## config.mk

```make
export PLATFORM = sky130hd
export DESIGN_NAME = assembly_line_encoder_core
export DESIGN_NICKNAME = d
export VERILOG_FILES = /design/src/ale_pkg.sv /design/src/ale_parse.sv /design/src/assembly_line_encoder_core.sv
export SDC_FILE = /design/constraint.sdc
export NUM_CORES = 1
export LEC_CHECK = 0
export BUFFER_PORTS_ARGS = -buffer_cell sky130_fd_sc_hd__buf_2
export CORE_MARGIN = 2
export CORE_UTILIZATION = 45
export CTS_CLUSTER_SIZE = 25
export DETAILED_ROUTE_END_ITERATION = 12
export PLACE_DENSITY = 0.74
export SETUP_SLACK_MARGIN = 0.4
export SLEW_MARGIN = 20
export SYNTH_ARGS = -nofsm -noshare
export SYNTH_HDL_FRONTEND = slang
export SYNTH_SLANG_ARGS = --single-unit
```

## constraint.sdc

```tcl
create_clock -name i_clk -period 3.2 [get_ports i_clk]
set_clock_uncertainty 0.15 [all_clocks]
set_input_delay 0.8 -clock i_clk [delete_from_list [all_inputs] [get_ports i_clk]]
set_output_delay 0.8 -clock i_clk [all_outputs]
set_load 0.01 [all_outputs]
```

## src/ale_pkg.sv

```systemverilog
`timescale 1ns / 1ps

package ale_pkg;

    localparam int CH_W      = 8;
    localparam int WORD_W    = 16;
    localparam int STATUS_W  = 2;
    localparam int OPCODE_W  = 4;
    localparam int OPERAND_W = 12;
    localparam int MN_CHARS  = 4;
    localparam int MN_W      = MN_CHARS * CH_W;
    localparam int MN_LEN_W  = 3;
    localparam int MN_COUNT  = 15;

    localparam logic [OPERAND_W-1:0] OPERAND_MAX = 12'd4095;
    localparam logic [MN_LEN_W-1:0]  MN_LEN_FULL = 3'd4;
    localparam logic [MN_LEN_W-1:0]  MN_LEN_LONG = 3'd5;

    localparam logic [CH_W-1:0] CH_NUL     = 8'h00;
    localparam logic [CH_W-1:0] CH_NEWLINE = 8'h0A;
    localparam logic [CH_W-1:0] CH_SPACE   = 8'h20;
    localparam logic [CH_W-1:0] CH_ZERO    = 8'h30;
    localparam logic [CH_W-1:0] CH_NINE    = 8'h39;

    localparam logic [STATUS_W-1:0] ST_OK          = 2'd0;
    localparam logic [STATUS_W-1:0] ST_BAD_MNEMON  = 2'd1;
    localparam logic [STATUS_W-1:0] ST_BAD_OPERAND = 2'd2;
    localparam logic [STATUS_W-1:0] ST_OVERFLOW    = 2'd3;

    // first character in the top byte
    localparam logic [MN_W-1:0] MN_TABLE [MN_COUNT] = '{
        "lodd", "stod", "addd", "subd", "jpos", "jzer", "jump", "loco",
        "lodl", "stol", "addl", "subl", "jneg", "jnze", "call"
    };

    typedef struct packed {
        logic                found;
        logic [OPCODE_W-1:0] opcode;
    } t_match;

    typedef struct packed {
        logic [WORD_W-1:0]   word;
        logic [STATUS_W-1:0] status;
    } t_result;

    function automatic t_match match_mnemonic(input logic [MN_W-1:0] chars);
        t_match m;
        m.found  = 1'b0;
        m.opcode = '0;
        for (int k = 0; k < MN_COUNT; k++) begin
            if (chars == MN_TABLE[k]) begin
                m.found  = 1'b1;
                m.opcode = OPCODE_W'(k);
            end
        end
        return m;
    endfunction

endpackage

```

## src/ale_parse.sv

```systemverilog
`timescale 1ns / 1ps

module ale_parse import ale_pkg::*; (
    input  logic            i_clk,
    input  logic            i_rst_n,
    input  logic            i_beat,
    input  logic [CH_W-1:0] i_ch,
    output logic            o_emit,
    output t_result         o_result
);

    logic [MN_W-1:0]      r_mn, n_mn;
    logic [MN_LEN_W-1:0]  r_len, n_len;
    logic                 r_in_operand, n_in_operand;
    logic [OPCODE_W-1:0]  r_opcode, n_opcode;
    logic [OPERAND_W-1:0] r_val, n_val;
    logic [STATUS_W-1:0]  r_err, n_err;
    logic                 r_pend_nd, n_pend_nd;
    logic                 r_pend_over, n_pend_over;

    logic        w_sep;
    logic        w_digit;
    t_match      w_match;
    logic [15:0] w_next_val;

    assign w_sep      = (i_ch == CH_SPACE) || (i_ch == CH_NEWLINE) || (i_ch == CH_NUL);
    assign w_match    = match_mnemonic(r_mn);
    assign w_next_val = {1'b0, r_val, 3'b000} + {3'b000, r_val, 1'b0}
                      + {12'd0, i_ch[3:0]};

    always_comb begin
        w_digit      = i_ch inside {[CH_ZERO:CH_NINE]};
        n_mn         = r_mn;
        n_len        = r_len;
        n_in_operand = r_in_operand;
        n_opcode     = r_opcode;
        n_val        = r_val;
        n_err        = r_err;
        n_pend_nd    = r_pend_nd;
        n_pend_over  = r_pend_over;
        if (w_sep) begin
            if (!r_in_operand) begin
                n_in_operand = 1'b1;
                if ((r_len == MN_LEN_FULL) && w_match.found) begin
                    n_opcode = w_match.opcode;
                end else begin
                    n_opcode = '0;
                    if (n_err == ST_OK) n_err = ST_BAD_MNEMON;
                end
            end
            if (n_err == ST_OK) begin
                if (r_pend_nd) begin
                    n_err = ST_BAD_OPERAND;
                end else if (r_pend_over) begin
                    n_err = ST_OVERFLOW;
                end
            end
        end else if (!r_in_operand) begin
            if (r_len < MN_LEN_FULL) begin
                n_mn  = {r_mn[MN_W-CH_W-1:0], i_ch};
                n_len = r_len + 1'b1;
            end else begin
                n_len = MN_LEN_LONG;
            end
        end else if (w_digit) begin
            if (w_next_val > {4'd0, OPERAND_MAX}) begin
                n_val       = OPERAND_MAX;
                n_pend_over = 1'b1;
            end else begin
                n_val = w_next_val[OPERAND_W-1:0];
            end
        end else begin
            n_pend_nd = 1'b1;
        end
    end

    assign o_emit          = (i_ch == CH_NUL);
    assign o_result.word   = {n_opcode, n_val};
    assign o_result.status = n_err;

    always_ff @(posedge i_clk) begin
        if (!i_rst_n || (i_beat && o_emit)) begin
            r_mn         <= '0;
            r_len        <= '0;
            r_in_operand <= 1'b0;
            r_opcode     <= '0;
            r_val        <= '0;
            r_err        <= ST_OK;
            r_pend_nd    <= 1'b0;
            r_pend_over  <= 1'b0;
        end else if (i_beat) begin
            r_mn         <= n_mn;
            r_len        <= n_len;
            r_in_operand <= n_in_operand;
            r_opcode     <= n_opcode;
            r_val        <= n_val;
            r_err        <= n_err;
            r_pend_nd    <= n_pend_nd;
            r_pend_over  <= n_pend_over;
        end
    end

    a_len_range: assert property (@(posedge i_clk) disable iff (!i_rst_n)
        r_len <= MN_LEN_LONG)
        else $error("mnemonic length out of range");

    a_no_operand_flags: assert property (@(posedge i_clk) disable iff (!i_rst_n)
        !r_in_operand |-> (!r_pend_nd && !r_pend_over && (r_val == '0)))
        else $error("operand state set while reading mnemonic");

    a_line_restart: assert property (@(posedge i_clk) disable iff (!i_rst_n)
        (i_beat && o_emit) |=> (!r_in_operand && (r_len == '0) && (r_err == ST_OK)))
        else $error("line state not cleared after end of line");

endmodule

```

## src/assembly_line_encoder_core.sv

```systemverilog
`timescale 1ns / 1ps
// assembly line encoder
// input channel: one ascii character per beat on i_ch (i_valid / o_ready).
// space and newline separate tokens, nul ends the line.
// output channel: one beat per line on o_word / o_status (o_valid / i_ready),
// raised for the nul beat only; other characters give no output beat.
// o_word carries the opcode in bits 15..12 and the operand in 11..0,
// o_status the first error (0 ok, 1 unknown mnemonic, 2 bad operand,
// 3 operand over 4095).
// throughput: one character per cycle, unless a nul waits in the input
// register while the output register holds its beat; the character step
// between the input register and the output register is combinational.
// a nul is held in the input register and its result in the output register.
// reset: all line state cleared, both registers empty, next character
// starts a new mnemonic.
// receiver stall: the output register holds its beat; characters that give
// no output keep flowing, a following nul waits in the input register and
// o_ready drops until the output register frees.
module assembly_line_encoder_core import ale_pkg::*; (
    input  logic                i_clk,
    input  logic                i_rst_n,
    input  logic                i_valid,
    output logic                o_ready,
    input  logic [CH_W-1:0]     i_ch,
    output logic                o_valid,
    input  logic                i_ready,
    output logic [WORD_W-1:0]   o_word,
    output logic [STATUS_W-1:0] o_status
);

    logic            r_in_valid;
    logic [CH_W-1:0] r_ch;
    logic            r_out_valid;
    t_result         r_out;

    logic    w_emit;
    logic    w_advance;
    t_result w_result;

    ale_parse u_parse (
        .i_clk    (i_clk),
        .i_rst_n  (i_rst_n),
        .i_beat   (w_advance),
        .i_ch     (r_ch),
        .o_emit   (w_emit),
        .o_result (w_result)
    );

    assign w_advance = r_in_valid && (!w_emit || !r_out_valid || i_ready);
    assign o_ready   = !r_in_valid || w_advance;
    assign o_valid   = r_out_valid;
    assign o_word    = r_out.word;
    assign o_status  = r_out.status;

    always_ff @(posedge i_clk) begin
        if (!i_rst_n) begin
            r_in_valid  <= 1'b0;
            r_out_valid <= 1'b0;
        end else begin
            if (o_ready) begin
                r_in_valid <= i_valid;
            end
            if (w_advance && w_emit) begin
                r_out_valid <= 1'b1;
            end else if (i_ready) begin
                r_out_valid <= 1'b0;
            end
        end
        if (i_valid && o_ready) begin
            r_ch <= i_ch;
        end
        if (w_advance && w_emit) begin
            r_out <= w_result;
        end
    end

    a_stall_blocks_nul: assert property (@(posedge i_clk) disable iff (!i_rst_n)
        (r_in_valid && w_emit && r_out_valid && !i_ready) |-> !w_advance)
        else $error("end of line taken while output beat is held");

    a_held_char: assert property (@(posedge i_clk) disable iff (!i_rst_n)
        (r_in_valid && !w_advance) |=> (r_in_valid && $stable(r_ch)))
        else $error("pending character lost");

    a_out_from_nul: assert property (@(posedge i_clk) disable iff (!i_rst_n)
        $rose(r_out_valid) |-> $past(w_advance && w_emit))
        else $error("output beat without end of line");

endmodule

```

Word-level counts from Yosys, hierarchy flattened:

Cells that the tools add are included.

* bits in registers: 84
* bits of input ports: 12
* output and inout port bits: 20

* add/sub/neg operators: 3
* $lt $le $gt $ge: 4
* equality and inequality tests: 18
* multiplexer cells: 33
* bitwise operators: 3
* reduce and logical (&&, ||, !) cells: 24

Operators by type and width (number)
* equality test 32 x 31 -> 1 bit (second input constant): 15
* 2-to-1 mux 5 bit: 15
* 2-to-1 mux 12 bit: 4
* adder 15 x 13 -> 16 bit: 1
* adder 16 x 4 -> 16 bit: 1
* > comparator 16 x 12 -> 1 bit (second input constant): 1
* 2-to-1 mux 2 bit: 8
* 2-to-1 mux 4 bit: 3
* equality test 8 x 4 -> 1 bit (second input constant): 1
* equality test 8 x 6 -> 1 bit (second input constant): 1
* greater-or-equal comparator 8 x 6 -> 1 bit (second input constant): 1
* less-or-equal comparator 8 x 6 -> 1 bit (second input constant): 1
* zero test 8 bit: 1
* AND reduction 4 bit: 2
* logical OR 1 bit: 6
* logical AND 1 bit: 5
* AND reduction 5 bit: 1
* zero test 1 bit: 4
* zero test 2 bit: 2
* adder 3 x 1 -> 3 bit (second input constant): 1
* equality test 3 bit (second input constant): 1
* less-than comparator 3 bit (second input constant): 1
* 2-to-1 mux 3 bit: 1
* NOT 1 bit: 3
* 4 further kinds: 5

Longest topological paths before layout:

* depth after elaboration: 24
* depth in mapped cells: 12

Modules after synthesis:

From an unflattened synthesis, not the netlist that was laid out.

* cell total of the unflattened synthesis: 522
* area total of the unflattened synthesis: 4484.3 um2

By module, submodules not included
* ale_parse: times used 1, cells an instance 484, area an instance 3585.9 um2, sequential area each 1121.1 um2
* assembly_line_encoder_core: times used 1, cells an instance 38, area an instance 898.4 um2, sequential area each 820.8 um2

Worst setup path after synthesis:

Ideal clock, no wire load.

* path type: register -> register
* start: reg r_ch[3]
* end: reg r_out, in the netlist o_word[4] (data pin)
* setup time: 0.267 ns
* arrival time: 2.873 ns
* data required time: 2.783 ns
* slack: -0.089 ns
* cell stages (with the launch flop): 12
* cell sequence: edfxtp_1 -> fa_1 -> inv_1 -> fa_1 -> nor2b_1 -> o21a_1 -> o21ai_0 -> a211oi_1 -> mux2_2 -> clkbuf_1 -> nor2_1 -> o21ai_0

* cells in the longest elaborated chain, start to end: 6
* elaborated cells on any way between the ends: 14
* classes of those cells: 1 x add/sub; 3 x order compare; 2 x eq/ne; 4 x mux; 4 x reduce/logical

Ends and longest elaborated chain
* from (decl): line assembly_line_encoder_core.sv:32 `logic [CH_W-1:0] r_ch;`
* from (signal assigned): line assembly_line_encoder_core.sv:70 `r_ch <= i_ch;`
* adder 16 x 4 -> 16 bit: line ale_parse.sv:29 `+ {12'd0, i_ch[3:0]};`
* > comparator 16 x 12 -> 1 bit: line ale_parse.sv:66 `if (w_next_val > {4'd0, OPERAND_MAX}) begin`
* 2-to-1 mux 12 bit: line ale_parse.sv:66
* 2-to-1 mux 12 bit: line ale_parse.sv:65 `end else if (w_digit) begin`
* 2-to-1 mux 12 bit: line ale_parse.sv:58 `end else if (!r_in_operand) begin`
* 2-to-1 mux 12 bit (*): line ale_parse.sv:41 `if (w_sep) begin`
* via u_parse.n_val[4]: line ale_parse.sv:16 `logic [OPERAND_W-1:0] r_val, n_val;`
* to (signal assigned): line assembly_line_encoder_core.sv:73 `r_out <= w_result;`
* to (decl): line assembly_line_encoder_core.sv:34 `t_result r_out;`

The timed path passes the listed nets; every way through them passes the cells marked *.
A chain may end at the register's enable or synchronous reset.

Final worst setup path:

* start: reg r_ch[3]
* end: reg r_out, in the netlist o_word[8] (data pin)

Same word-level chain as after synthesis.

==> impl_metrics.json <==
{
  "gr-total-overflow": 0,
  "r2r-start": "r_ch[3]",
  "globalRouteTotalUtil_pct": 20.7,
  "n_fill_cell": 859,
  "routed-via-count": 3883,
  "diodes": 0,
  "vdd_drop_max_uv": 250,
  "netlist_top_cells_area": "dfxtp_1 26%, edfxtp_1 18%, nand2_1 7.4%",
  "routedWlPerCell_um": 15.4,
  "critPathMaxFanout": 7,
  "portBuffers": 31,
  "drt-vias-per-instance": 5.71,
  "fmax_mhz": 324,
  "power_w": 0.00195,
  "crit_type": "reg -> reg",
  "synth_top_family_by_area": "simple AND/OR/NAND/NOR gates",
  "tightest_slew_ns": 0.700,
  "nets": 581,
  "seq_area_frac_synth_pct": 44.2,
  "min-delay-path-class": "reg -> reg",
  "fin_crit_sh_pct": 96.4,
  "synth_compound_area_share_pct": 16.2,
  "die_w_um": 103,
  "layout_min_cycle_time_ns": 3.08,
  "post_dp_cell_area_um2": 4730,
  "crit_slowest_cell": "fa_1",
  "post-synth-top-area-fraction_pct": 26.5,
  "ff2ff_setup_slack_ns": 0.12,
  "status": "completed",
  "setup_viol": 0,
  "ys_types": 63,
  "whs_endpoint": "u_parse.r_opcode[0]",
  "grt_pass1_wl_mm": 17.1,
  "syn_nets": 538,
  "start_util_pct": 45.5,
  "synth_cells": 499,
  "leakage_nw": 2.00,
  "endpoint_kind": "register",
  "die_h_um": 103,
  "hold_viol_final": 0,
  "ys_ff_latch": 84,
  "regToRegEndpoint": "o_word[8]",
  "worstHoldStart": "u_parse.r_opcode[0]",
  "cp.required_ns": 3.17,
  "synth_edf_count": 26,
  "yosysWarningCount": 0,
  "dp_hpwl_mm": 6.94,
  "ff2ff_path_depth": 10,
  "cts_root_buf": "clkbuf_8",
  "grt_pass1_vias": 3607,
  "antenna_found_initial": 0,
  "synth_adder_area_share_pct": 8.04,
  "drtAntennaViolNets": 0,
  "netlist_area_um2": 4390,
  "p_per_area_nw_per_um2": 367,
  "gp_congestion": 0.933,
  "synthMuxAreaShare_pct": 0.257,
  "synth_largest_area_cell": "dfxtp_1",
  "start_kind": "register",
  "cpPeakStageDelay_ns": 0.53,
  "drc": 0,
  "rsz0062_at_grt": "yes",
  "synth_simple_gate_area_share_pct": 26.2,
  "rows": 36,
  "hold_ws_ns": 0.307,
  "synth_xor_area_share_pct": 1.40,
  "drtPass1Iterations": 5,
  "coreArea_um2": 9640,
  "cts_tree": "done",
  "cts_max_level": 3,
  "final_common_cell": "nand2_1",
  "holdPathStages": 2,
  "final_cell_mix": "86 x nand2_1, 54 x dfxtp_1, 49 x a21oi_1",
  "drt-total-wl_mm": 10.5,
  "synthArstFlopShare_pct": 0,
  "cts_buffers": 9,
  "syn_to_final_growth_pct": 21.1,
  "crit_chain": "fa_1 -> inv_1 -> fa_2 -> nor2b_1 -> o21a_1 -> o21ai_2 -> a211oi_4 -> mux2_4 -> nor2_4 -> o21ai_1",
  "cp_data_arrival_time_ns": 3.05,
  "cts_buffer_depth": 2,
  "drive_gt1_share_pct": 24.7,
  "dieArea_um2": 10600,
  "cts.sinks": 84,
  "drtIter0Drc": 283,
  "report.final.slew_viol_count": 0,
  "ctsHoldBuffers": 0,
  "insertion_delay_ns": 0.36,
  "cts.clk_slew.worst_paths_ns": 0.09,
  "synth_area_per_cell_um2": 8.80,
  "fin_area_um2": 5310,
  "relSlewSlack_pct": 52.9,
  "io_pins": 32,
  "drv_cap": 0,
  "grt_max_degree": 34,
  "ys.flop_type": "dfxtp_1"
}
[report_power, final]
group	internal [W]	total, W	switching [W]
Sequential	0.00111	0.00113	0.0000228
Combinational	0.0000406	0.000101	0.0000606
Clock	0.000307	0.000717	0.000409
Total	0.00146	0.00195	0.000493
[through the flow]
step / setup slack [ns] / setup TNS, ns / util [%] / cells
after floorplan: 0.192 / 0 / - / 499
after global placement: 0.138 / 0 / 49.1 / 649
after detailed placement: 0.0683 / 0 / 49.1 / 649
after CTS: 0.125 / 0 / 53.6 / 677
after global routing: -0.0226 / -0.0560 / 55.1 / 680
final: 0.115 / 0 / 55.1 / 680
[layer usage]
metal	vias up	wire length, um	track usage (%)
li1	1884	-	-
met1	1870	4650	27.2
met2	112	5230	34.4
met3	17	436	4.27
met4	0	158	6.88
met5	-	0	0
[final cells by class]
cell class / instances / area [um^2] / area share [%]
clock buffer: 10 / 138 / 2.59
clock inverter: 6 / 46.3 / 0.871
inverter: 14 / 52.6 / 0.989
multi-input combinational: 376 / 2570 / 48.4
sequential: 84 / 1950 / 36.6
tap: 133 / 166 / 3.13
timing repair buffer: 57 / 393 / 7.39
[synthesized netlist by cell type (all sizes together) (3+ instances only)]
cell type	count
buf	6
or4b	4
inv	14
xnor2	3
and2	4
o211ai	3
dfxtp	58
nor2	33
o21a	4
o31ai	3
ha	25
o21ai	28
or2	5
nand2	87
nor4	8
nand4b	5
xor2	4
nand4	4
nor3	9
clkbuf	20
a21o	3
nand3b	3
or4	10
edfxtp	26
nor2b	7
nand2b	10
a21oi	64
or3	9
nand3	6
nor4b	3
[worst max-delay path, delay by kind of cell, from the launching register on]
| kind | cells | cell delay (ns) |
|---|---|---|
| compound gates | 4 | 0.61 |
| fa+ha+maj | 2 | 0.87 |
| buf+inv | 1 | 0.07 |
| flops | 1 | 0.43 |
| mux | 1 | 0.44 |
| simple gates | 2 | 0.27 |
[state kept, by name, summed over array words and instances (netlist names)]
signal	flops
o_valid	1
u_parse.r_err	2
u_parse.r_val	12
u_parse.r_opcode	4
r_in_valid	1
u_parse.r_len	3
o_word	16
u_parse.r_in_operand	1
u_parse.r_mn	32
r_ch	8
u_parse.r_pend_nd	1
u_parse.r_pend_over	1
o_status	2
[logic make-up after synthesis]
| logic type | after synthesis |
|---|---|
| adders and majority gates | 27 |
| xor gates and xnor gates | 7 |
| AOI/OAI and AO/OA | 121 |
| DFF | 84 |
| buffers and inverters | 40 |
| muxes | 1 |
| and+or+nand+nor | 219 |
[timing repair]
action                     in CTS  in global routing
gates resized for setup        40                 32
gates cloned                    1                  0
pin swaps                      12                 12
buffers inserted               11                  3
setup endpoints to repair      46                 69
[how the worst max path moves through the flow]
stage | slack [ns] | startpoint | to | cells past startpoint
6_report | 0.12 | r_ch[3] | o_word[8] | 10
5_1_grt | -0.02 | r_ch[3] | o_word[8] | 10
4_1_cts | 0.13 | r_ch[3] | o_word[9] | 10
3_5_place_dp | 0.07 | r_ch[2] | o_word[6] | 11
3_3_place_gp | 0.14 | r_ch[2] | o_word[6] | 11
2_1_floorplan | 0.19 | r_ch[3] | o_word[5] | 11
Note: power is estimated with default switching activity, not from simulation.
